$ cat src/hdl/stup_pkg.sv
// ----------------------------------------------------------------------------
// stup_pkg
// Shared types and character constants for the string to unsigned parser.
// ----------------------------------------------------------------------------
package stup_pkg;

  // character codes
  localparam logic [7:0] CH_ZERO  = 8'h30;  // '0'
  localparam logic [7:0] CH_NINE  = 8'h39;  // '9'
  localparam logic [7:0] CH_LA    = 8'h61;  // 'a'
  localparam logic [7:0] CH_LZ    = 8'h7a;  // 'z'
  localparam logic [7:0] CH_UA    = 8'h41;  // 'A'
  localparam logic [7:0] CH_UZ    = 8'h5a;  // 'Z'
  localparam logic [7:0] CH_LX    = 8'h78;  // 'x'
  localparam logic [7:0] CH_UX    = 8'h58;  // 'X'
  localparam logic [7:0] CH_PLUS  = 8'h2b;  // '+'
  localparam logic [7:0] CH_SPACE = 8'h20;
  localparam logic [7:0] CH_TAB   = 8'h09;
  localparam logic [7:0] CH_CR    = 8'h0d;

  // base limits
  localparam logic [5:0] BASE_AUTO = 6'd0;
  localparam logic [5:0] BASE_ONE  = 6'd1;
  localparam logic [5:0] BASE_OCT  = 6'd8;
  localparam logic [5:0] BASE_DEC  = 6'd10;
  localparam logic [5:0] BASE_HEX  = 6'd16;
  localparam logic [5:0] BASE_MAX  = 6'd36;

  // digit code for a character that is no digit in any base
  localparam logic [5:0] DIGIT_NONE = 6'd63;

  // result status codes
  localparam logic [1:0] ST_OK       = 2'd0;
  localparam logic [1:0] ST_OVERFLOW = 2'd1;
  localparam logic [1:0] ST_BADBASE  = 2'd2;

  // field widths of the result
  localparam int OUT_VALUE_W  = 32;
  localparam int OUT_OFFSET_W = 12;

  // register byte address bit for register index
  localparam logic REG_BASE_SELECT = 1'b0;

  // classified character as it travels through the queue
  typedef struct packed {
    logic       first;
    logic [5:0] base;
    logic [5:0] digit;
    logic       is_space;
    logic       is_plus;
    logic       is_zero;
    logic       is_x;
  } q_item_t;

endpackage

$ cat src/hdl/string_to_unsigned_parser_top.sv
// ----------------------------------------------------------------------------
// string_to_unsigned_parser_top
// Character-stream unsigned integer parser with an APB base register.
// ----------------------------------------------------------------------------
// The block takes one character per clock cycle while no held result stalls
// it, and gives one result per string on the cycle that the first non-digit
// character is parsed. A result reaches the output through the two-entry
// input queue, where its stopping character waits, and is parsed straight
// into the output register. A result held by out_stall blocks further
// parsing, and the input stalls once the queue holds two items. The rate is
// set by the parser step, which does one multiply-add of the accumulator by
// the base per character. base_select is sampled with the item that has
// first set, so writes between strings take effect on the next string. A
// first character arriving mid-string drops the string in progress.
module string_to_unsigned_parser_top
  import stup_pkg::*;
#(
  parameter int VALUE_BITS = 32,
  parameter int MAX_OFFSET = 4095
) (
  input  logic                    clk,
  input  logic                    rst_n,
  // input characters
  input  logic                    in_valid,
  output logic                    in_stall,
  input  logic [7:0]              in_ch,
  input  logic                    in_first,
  // results
  output logic                    out_valid,
  input  logic                    out_stall,
  output logic [OUT_VALUE_W-1:0]  out_value,
  output logic [OUT_OFFSET_W-1:0] out_end_offset,
  output logic [1:0]              out_status,
  // configuration
  input  logic                    psel,
  input  logic                    penable,
  input  logic                    pwrite,
  input  logic [2:0]              paddr,
  input  logic [31:0]             pwdata,
  output logic [31:0]             prdata,
  output logic                    pready
);

  localparam logic [OUT_VALUE_W-1:0] OUT_OVF_VALUE =
    OUT_VALUE_W'({VALUE_BITS{1'b1}});

  logic [5:0] base_select_r;
  q_item_t    front_item;
  q_item_t    head_item;
  logic       q_full;
  logic       q_pop;
  logic       q_head_valid;
  logic       in_take;

  // configuration register
  assign pready = 1'b1;
  assign prdata = (paddr[2] == REG_BASE_SELECT) ? {26'b0, base_select_r} : '0;

  always_ff @(posedge clk) begin
    if (!rst_n) begin
      base_select_r <= '0;
    end else if (psel && penable && pwrite && paddr[2] == REG_BASE_SELECT) begin
      base_select_r <= pwdata[5:0];
    end
  end

  // input handshake
  assign in_stall = q_full;
  assign in_take  = in_valid && !q_full;

  stup_front u_front (
    .in_ch    (in_ch),
    .in_first (in_first),
    .base_sel (base_select_r),
    .item     (front_item)
  );

  stup_queue u_queue (
    .clk        (clk),
    .rst_n      (rst_n),
    .push       (in_take),
    .push_item  (front_item),
    .full       (q_full),
    .pop        (q_pop),
    .head_valid (q_head_valid),
    .head_item  (head_item)
  );

  stup_back #(
    .VALUE_BITS (VALUE_BITS),
    .MAX_OFFSET (MAX_OFFSET)
  ) u_back (
    .clk            (clk),
    .rst_n          (rst_n),
    .head_valid     (q_head_valid),
    .head_item      (head_item),
    .pop            (q_pop),
    .out_valid      (out_valid),
    .out_stall      (out_stall),
    .out_value      (out_value),
    .out_end_offset (out_end_offset),
    .out_status     (out_status)
  );

  // invalid base reports a zero value at offset zero
  a_badbase_zero: assert property (@(posedge clk) disable iff (!rst_n)
    out_valid && out_status == ST_BADBASE |-> out_value == '0 && out_end_offset == '0)
    else $error("invalid base result carries data");

  // overflow always saturates the value
  a_ovf_saturate: assert property (@(posedge clk) disable iff (!rst_n)
    out_valid && out_status == ST_OVERFLOW |-> out_value == OUT_OVF_VALUE)
    else $error("overflow result not saturated");

  // no reserved status code
  a_status_code: assert property (@(posedge clk) disable iff (!rst_n)
    out_valid |-> out_status == ST_OK || out_status == ST_OVERFLOW ||
                  out_status == ST_BADBASE)
    else $error("reserved status code");

  // the parser never consumes from an empty queue
  a_pop_nonempty: assert property (@(posedge clk) disable iff (!rst_n)
    q_pop |-> q_head_valid)
    else $error("pop from empty queue");

endmodule

$ cat src/hdl/stup_front.sv
// ----------------------------------------------------------------------------
// stup_front
// Classifies each incoming character: digit value, whitespace, sign, prefix
// characters, and tags it with the base in force when the item is accepted.
// ----------------------------------------------------------------------------
module stup_front
  import stup_pkg::*;
(
  input  logic [7:0] in_ch,
  input  logic       in_first,
  input  logic [5:0] base_sel,
  output q_item_t    item
);

  logic [5:0] digit;

  // digit value in 0..35, or no digit
  always_comb begin
    if (in_ch >= CH_ZERO && in_ch <= CH_NINE) begin
      digit = 6'(in_ch - CH_ZERO);
    end else if (in_ch >= CH_LA && in_ch <= CH_LZ) begin
      digit = 6'(in_ch - CH_LA) + BASE_DEC;
    end else if (in_ch >= CH_UA && in_ch <= CH_UZ) begin
      digit = 6'(in_ch - CH_UA) + BASE_DEC;
    end else begin
      digit = DIGIT_NONE;
    end
  end

  // pack the classified item
  always_comb begin
    item.first    = in_first;
    item.base     = base_sel;
    item.digit    = digit;
    item.is_space = (in_ch == CH_SPACE) || (in_ch >= CH_TAB && in_ch <= CH_CR);
    item.is_plus  = (in_ch == CH_PLUS);
    item.is_zero  = (in_ch == CH_ZERO);
    item.is_x     = (in_ch == CH_LX) || (in_ch == CH_UX);
  end

endmodule

$ cat src/hdl/stup_queue.sv
// ----------------------------------------------------------------------------
// stup_queue
// Two-entry queue of classified items between the front and the parser.
// ----------------------------------------------------------------------------
module stup_queue
  import stup_pkg::*;
(
  input  logic    clk,
  input  logic    rst_n,
  input  logic    push,
  input  q_item_t push_item,
  output logic    full,
  input  logic    pop,
  output logic    head_valid,
  output q_item_t head_item
);

  q_item_t    mem_r [2];
  logic       wr_ptr_r;
  logic       rd_ptr_r;
  logic [1:0] count_r;
  logic [1:0] count_nxt;

  assign full       = (count_r == 2'd2);
  assign head_valid = (count_r != 2'd0);
  assign head_item  = mem_r[rd_ptr_r];

  // occupancy
  always_comb begin
    count_nxt = count_r;
    if (push && !pop) begin
      count_nxt = count_r + 2'd1;
    end else if (pop && !push) begin
      count_nxt = count_r - 2'd1;
    end
  end

  // pointers and count
  always_ff @(posedge clk) begin
    if (!rst_n) begin
      wr_ptr_r <= 1'b0;
      rd_ptr_r <= 1'b0;
      count_r  <= 2'd0;
    end else begin
      if (push) begin
        wr_ptr_r <= ~wr_ptr_r;
      end
      if (pop) begin
        rd_ptr_r <= ~rd_ptr_r;
      end
      count_r <= count_nxt;
    end
  end

  // storage
  always_ff @(posedge clk) begin
    if (push) begin
      mem_r[wr_ptr_r] <= push_item;
    end
  end

endmodule

$ cat src/hdl/stup_back.sv
// ----------------------------------------------------------------------------
// stup_back
// Parser: walks the leading-space, sign, prefix and digit phases one item per
// cycle unless a held result stalls, accumulates digits, registers the result.
// ----------------------------------------------------------------------------
module stup_back
  import stup_pkg::*;
#(
  parameter int VALUE_BITS = 32,
  parameter int MAX_OFFSET = 4095
) (
  input  logic                    clk,
  input  logic                    rst_n,
  input  logic                    head_valid,
  input  q_item_t                 head_item,
  output logic                    pop,
  output logic                    out_valid,
  input  logic                    out_stall,
  output logic [OUT_VALUE_W-1:0]  out_value,
  output logic [OUT_OFFSET_W-1:0] out_end_offset,
  output logic [1:0]              out_status
);

  localparam int CNT_W  = $clog2(MAX_OFFSET + 1);
  localparam int PROD_W = VALUE_BITS + 6;
  localparam logic [CNT_W-1:0]      CNT_MAX   = CNT_W'(MAX_OFFSET);
  localparam logic [VALUE_BITS-1:0] VALUE_MAX = '1;

  typedef enum logic [5:0] {
    PH_IDLE    = 6'b000001,
    PH_LEAD    = 6'b000010,
    PH_PREFIX  = 6'b000100,
    PH_ZERO    = 6'b001000,
    PH_AFTER_X = 6'b010000,
    PH_DIGITS  = 6'b100000
  } phase_t;

  phase_t                  phase_r, phase_nxt;
  logic [5:0]              base_r, base_nxt;
  logic [VALUE_BITS-1:0]   acc_r, acc_nxt;
  logic [CNT_W-1:0]        cnt_r, cnt_nxt;
  logic                    have_dig_r, have_dig_nxt;
  logic                    ovf_r, ovf_nxt;

  logic                    emit;
  logic [VALUE_BITS-1:0]   emit_value;
  logic [CNT_W-1:0]        emit_offset;
  logic [1:0]              emit_status;

  logic                    out_valid_r;
  logic [OUT_VALUE_W-1:0]  out_value_r;
  logic [OUT_OFFSET_W-1:0] out_offset_r;
  logic [1:0]              out_status_r;

  assign pop            = head_valid && (!out_valid_r || !out_stall);
  assign out_valid      = out_valid_r;
  assign out_value      = out_value_r;
  assign out_end_offset = out_offset_r;
  assign out_status     = out_status_r;

  // one parse step for the item at the head of the queue
  always_comb begin
    logic             bump;
    logic             dstep;
    logic             pfx;
    logic [PROD_W-1:0] prod;

    phase_nxt    = phase_r;
    base_nxt     = base_r;
    acc_nxt      = acc_r;
    cnt_nxt      = cnt_r;
    have_dig_nxt = have_dig_r;
    ovf_nxt      = ovf_r;
    emit         = 1'b0;
    emit_value   = '0;
    emit_offset  = '0;
    emit_status  = ST_OK;
    bump         = 1'b0;
    dstep        = 1'b0;
    pfx          = 1'b0;
    prod         = '0;

    // new string: sample base and clear the accumulation
    if (head_item.first) begin
      acc_nxt      = '0;
      cnt_nxt      = '0;
      have_dig_nxt = 1'b0;
      ovf_nxt      = 1'b0;
      base_nxt     = head_item.base;
      if (head_item.base == BASE_ONE || head_item.base > BASE_MAX) begin
        emit        = 1'b1;
        emit_status = ST_BADBASE;
        phase_nxt   = PH_IDLE;
      end else begin
        phase_nxt = PH_LEAD;
      end
    end

    if (!emit) begin
      unique case (phase_nxt)
        PH_LEAD: begin
          if (head_item.is_space) begin
            bump = 1'b1;
          end else if (head_item.is_plus) begin
            phase_nxt = PH_PREFIX;
            bump      = 1'b1;
          end else begin
            pfx = 1'b1;
          end
        end
        PH_PREFIX: begin
          pfx = 1'b1;
        end
        PH_ZERO: begin
          if (head_item.is_x) begin
            phase_nxt = PH_AFTER_X;
            bump      = 1'b1;
          end else begin
            if (base_nxt == BASE_AUTO) begin
              base_nxt = BASE_OCT;
            end
            dstep = 1'b1;
          end
        end
        PH_AFTER_X: begin
          base_nxt = BASE_HEX;
          if (head_item.digit < BASE_HEX) begin
            dstep = 1'b1;
          end else begin
            emit        = 1'b1;
            emit_offset = (cnt_nxt != '0) ? cnt_nxt - CNT_W'(1) : '0;
            phase_nxt   = PH_IDLE;
          end
        end
        PH_DIGITS: begin
          dstep = 1'b1;
        end
        default: begin
        end
      endcase
    end

    // leading zero or first digit handling, shared by the lead and prefix phases
    if (pfx) begin
      if (head_item.is_zero && (base_nxt == BASE_AUTO || base_nxt == BASE_HEX)) begin
        phase_nxt    = PH_ZERO;
        have_dig_nxt = 1'b1;
        bump         = 1'b1;
      end else begin
        if (base_nxt == BASE_AUTO) begin
          base_nxt = BASE_DEC;
        end
        dstep = 1'b1;
      end
    end

    // digit accumulation or stop
    if (dstep) begin
      if (head_item.digit >= base_nxt) begin
        emit      = 1'b1;
        phase_nxt = PH_IDLE;
        if (!have_dig_nxt) begin
          emit_value  = '0;
          emit_offset = '0;
          emit_status = ST_OK;
        end else if (ovf_nxt) begin
          emit_value  = VALUE_MAX;
          emit_offset = cnt_nxt;
          emit_status = ST_OVERFLOW;
        end else begin
          emit_value  = acc_nxt;
          emit_offset = cnt_nxt;
          emit_status = ST_OK;
        end
      end else begin
        prod = PROD_W'(acc_nxt) * PROD_W'(base_nxt) + PROD_W'(head_item.digit);
        if (!ovf_nxt) begin
          if (|prod[PROD_W-1:VALUE_BITS]) begin
            ovf_nxt = 1'b1;
          end else begin
            acc_nxt = prod[VALUE_BITS-1:0];
          end
        end
        have_dig_nxt = 1'b1;
        phase_nxt    = PH_DIGITS;
        bump         = 1'b1;
      end
    end

    // saturating character count
    if (bump && cnt_nxt < CNT_MAX) begin
      cnt_nxt = cnt_nxt + CNT_W'(1);
    end
  end

  // parser state
  always_ff @(posedge clk) begin
    if (!rst_n) begin
      phase_r    <= PH_IDLE;
      base_r     <= '0;
      acc_r      <= '0;
      cnt_r      <= '0;
      have_dig_r <= 1'b0;
      ovf_r      <= 1'b0;
    end else if (pop) begin
      phase_r    <= phase_nxt;
      base_r     <= base_nxt;
      acc_r      <= acc_nxt;
      cnt_r      <= cnt_nxt;
      have_dig_r <= have_dig_nxt;
      ovf_r      <= ovf_nxt;
    end
  end

  // output register, holds while stalled
  always_ff @(posedge clk) begin
    if (!rst_n) begin
      out_valid_r <= 1'b0;
    end else if (pop && emit) begin
      out_valid_r <= 1'b1;
    end else if (!out_stall) begin
      out_valid_r <= 1'b0;
    end
  end

  always_ff @(posedge clk) begin
    if (pop && emit) begin
      out_value_r  <= OUT_VALUE_W'(emit_value);
      out_offset_r <= OUT_OFFSET_W'(emit_offset);
      out_status_r <= emit_status;
    end
  end

endmodule
$ cat config.mk
export PLATFORM = sky130hd
export DESIGN_NAME = string_to_unsigned_parser_top
export DESIGN_NICKNAME = d
export VERILOG_FILES = /design/src/hdl/stup_pkg.sv /design/src/hdl/string_to_unsigned_parser_top.sv /design/src/hdl/stup_front.sv /design/src/hdl/stup_queue.sv /design/src/hdl/stup_back.sv
export SDC_FILE = /design/constraint.sdc
export NUM_CORES = 1
export LEC_CHECK = 0
export BUFFER_PORTS_ARGS = -buffer_cell sky130_fd_sc_hd__buf_2
export CORE_MARGIN = 2
export CORE_UTILIZATION = 55
export DETAILED_ROUTE_END_ITERATION = 6
export PLACE_DENSITY_LB_ADDON = 0.2
export RECOVER_POWER = 25
export SYNTH_ARGS = -nofsm -noshare
export SYNTH_HDL_FRONTEND = slang
export SYNTH_SLANG_ARGS = --single-unit
$ cat constraint.sdc
create_clock -name clk -period 17.94 [get_ports clk]
set_input_delay 0 -clock clk [delete_from_list [all_inputs] [get_ports clk]]
set_output_delay 0 -clock clk [all_outputs]
set_load 0.02 [all_outputs]
==> summary.md <==
| Metric | Value |
|---|---|
| Status | finished, final reports clean |
| Post-CTS Hold Buffers | 14 |
| Setup crit end kind | register |
| Clk pwr share | 0.299 |
| I/O pin cnt | approximately 130 |
| Netlist cell types | 79 |
| Vias | around 11000 |
| Worst-path clk slew | approximately 0.070 ns |
| Crit Path Class | reg2reg |
| Power per cell area | approximately 83 nW/µm² |
| Initial antenna violation count | 0 |
| Overflow after GRT | 0 |
| Total GRT Usage | 0.253 |
| Max_cap viols | 0 |
| Final worst-path cycle share | 0.545 |
| Final TNS setup | 0 ns |
| # setup viols final | 0 |
| Finished Layout Cells | ~1900 |
| Net Sw Power | around 0.52 mW |
| Highest Clock Rate | roughly 100 MHz |
| Logic pwr share | 0.341 |
| Worst-skew pair later-pin latency | 0.44 ns |
| Synthesis-stage register bit count | 150 |
| Pint | slightly above 0.7 mW |
| Final hold violation count | 0 |
| Initial DRC count | about 950 |
| Crit path max fanout | 60 |
| Drt pass-1 iters | 6 |
| Crit-path slowest cell | dfxtp_1 |
| Worst endpoint required time | approximately 18 ns |
| HPWL Detailed | about 24000 µm |
| # rows | between 50 and 60 |
| Number of antenna-violating nets in the routed design | 0 |
| Clock root buffer | clkbuf_16 |
| Routed len/inst | roughly 17 µm |
| Die width | 162 µm |
| Reg2Reg Depth | 28 |
| Cells after synthesis | between 1500 and 2000 |
| Post-CTS setup buffers | 0 |
| Cts bufs inserted | 17 |
| Hold_sp | in_ch[2] |
| Drc violations | 0 |
| CTS Sinks | 150 |
| LEAKAGE | around 6.4 nW |
| Final Max Tran Viols | 0 |
| Syn Area/Cell | between 8 and 9 µm² |
| CTS tree | yes |
| Antenna Cells | 0 |
| Largest net degree at the start of global routing | 61 |
| Total detailed-routing wirelength | ~32000 µm |
| H-tree depth | 4 |
| Asr flop ratio synth | 0 |
| Slowest stage delay, CP | about 1.1 ns |
| GPL Wtd Cong | 0.910 |
| Tmin final | between 9 and 10 ns |
| Post-CTS sizing | 0 |
| Unrepaired setup endpoints after global routing | false |
| Crit Reg-Reg Endpoint | u_back.acc_r[26] |
| Avg Vias per Cell | 5.77 |
| First-pass GRT wire length | about 54000 µm |
| EDFF count, synth | 80 |
| Prevailing post-synth register cell | edfxtp_1 |
| Worst slew pin tran | approximately 1.3 ns |
| Clock Skews | around 0.014 ns |
| Register area share after synthesis | 0.277 |
| Initial Util | 0.563 |
| Relative slew slack | 0.163 |
| Sw Ratio | 0.421 |
| IO buf count | 76 |
| Hold path depth | 3 |
| Core ar. | approximately 24000 µm² |
| Clock Path Buffers | 2 |
| Hold Path End | u_queue.mem_r[0][6] |
| Arrival @ worst endpoint | 10.07 ns |
| Top cell by count, worst path | fa_1 |
| Hold Crit Class | in2reg |
| Peak VDD IR | a little under 90 µV |
| Synthesized area | 13700 µm² |
| Number of global-route vias before repair | around 11000 |
| Setup crit start kind | register |
| Seq pwr share | 0.360 |
| Layout overhead on the synthesized area | 8.34% |
| Die area | between 20000 and 30000 µm² |
| Flop2flop setup slack | a little over 8 ns |
| Proportion of layout cells with a drive suffix above 1 | 0.0725 |
| Fin nets | ~1900 |
| Ys Warns | 0 |
| Placed Cells | 1878 |
| Die height | between 150 and 200 µm |
## critical path, delay by kind of cell (launching register included)
family	cells	cell delay [ns]
AOI/OAI and AO/OA	11	2.52
adders and majority gates	5	2.43
buffers and inverters	6	1.43
DFF	1	1.10
muxes	2	0.53
and+or+nand+nor	4	1.52
## Yosys cell counts, types with 19 or more instances
cell      instances  area, µm²
ha_1            101       1260
edfxtp_1         80       2400
nor3_1           29        145
nand2_1         167        627
o22ai_2          20        250
dfxtp_1          70       1400
nor2_1          324       1220
fa_1            124       2480
nand3_1          29        145
a21oi_1          73        365
xnor2_1          22        193
inv_1            79        297
buf_4            32        240
mux2i_1          26        260
o22ai_1          19        119
clkbuf_1         51        191
o21ai_0          48        240
## cell type report
cell class                 count  area (µm²)
tap                          324         405
sequential                   150        3800
timing repair buffer         103         548
clock inverter                15         196
clock buffer                  17         425
fill                        2105        9520
inverter                      79         297
multi-input combinational   1236        9200
## power groups by stage
stage          clock, mW  sequential (mW)  combinational (mW)
2_1_floorplan          0            0.464               0.292
3_3_place_gp           0            0.451               0.408
3_5_place_dp           0            0.453               0.416
4_1_cts            0.373            0.446               0.421
5_1_grt            0.389            0.452               0.462
6_report           0.370            0.446               0.422
## flip-flops by register name, indices dropped and copies added (netlist names), 2 cells and up, named ones only
signal                 flops
u_queue.count_r            2
u_back.out_status          2
u_queue.mem_r             34
u_back.phase_r             6
u_back.cnt_r              12
u_back.base_r              6
base_select_r              6
u_back.out_value          32
u_back.out_end_offset     12
u_back.acc_r              32
## layer usage
layer	track usage	share of wire
met5	0	0
met4	0.0688	0.014
met3	0.0480	0.075
met1	0.357	0.46
met2	0.402	0.45
## layout by cell type, fill, tap and decap left out, types with 4 or more instances in the layout
cell type	n
a211oi_1	11
o22ai_2	20
inv_6	5
nand3_1	29
ha_1	101
o21ai_0	48
nand2_1	167
o21a_1	15
conb_1	27
dfxtp_1	70
nor2_1	324
mux2_2	7
xnor2_1	22
a21o_1	17
nand4_1	18
buf_2	23
or2_2	5
clkinv_8	7
nor4_1	7
nand3b_1	4
edfxtp_1	80
a31oi_1	5
buf_4	12
xor2_1	18
fa_1	124
inv_1	78
clkbuf_16	17
and3_1	13
a211o_1	4
or3_1	9
o211ai_1	4
dlygate4sd3_1	14
nor2b_1	16
nand2b_1	8
a21oi_1	71
mux2i_1	25
clkbuf_1	54
o22ai_1	19
nor3_1	29
## logic make-up (layout without fill, tap and decap cells)
family | after synthesis | in the layout | synth area share
simple gates | 651 | 651 | 0.207
mux | 33 | 33 | 0.0247
xor+xnor | 40 | 40 | 0.0255
other cells | 2 | 27 | 0.000547
compound gates | 260 | 260 | 0.130
fa+ha+maj | 225 | 225 | 0.273
buf+inv | 183 | 214 | 0.0618
flops | 150 | 150 | 0.277
## worst max path at each step
stage	start	endpoint	slack (ns)	cells after the start
2_1_floorplan	register	u_back.acc_r[10]	10.98	29
3_3_place_gp	register	u_back.acc_r[27]	8.44	29
3_5_place_dp	register	u_back.acc_r[26]	8.35	29
4_1_cts	register	u_back.acc_r[26]	8.28	29
5_1_grt	register	u_back.acc_r[26]	7.54	29
6_report	register	u_back.acc_r[26]	8.16	28
## metrics by stage
| stage | area, µm² | hold slack, ns | util | worst slack (ns) | power [mW] |
|---|---|---|---|---|---|
| 2_1_floorplan | 13800 | 0.0781 | - | 10.98 | 0.756 |
| 3_3_place_gp | 14200 | 0.212 | 0.582 | 8.44 | 0.859 |
| 3_5_place_dp | 14200 | 0.215 | 0.582 | 8.35 | 0.868 |
| 4_1_cts | 14900 | 0.00528 | 0.613 | 8.28 | 1.24 |
| 5_1_grt | 14900 | 0.0390 | 0.610 | 7.54 | 1.30 |
| 6_report | 14900 | 0.0200 | 0.610 | 8.16 | 1.24 |
No activity file was read; power rests on OpenSTA's default activity.
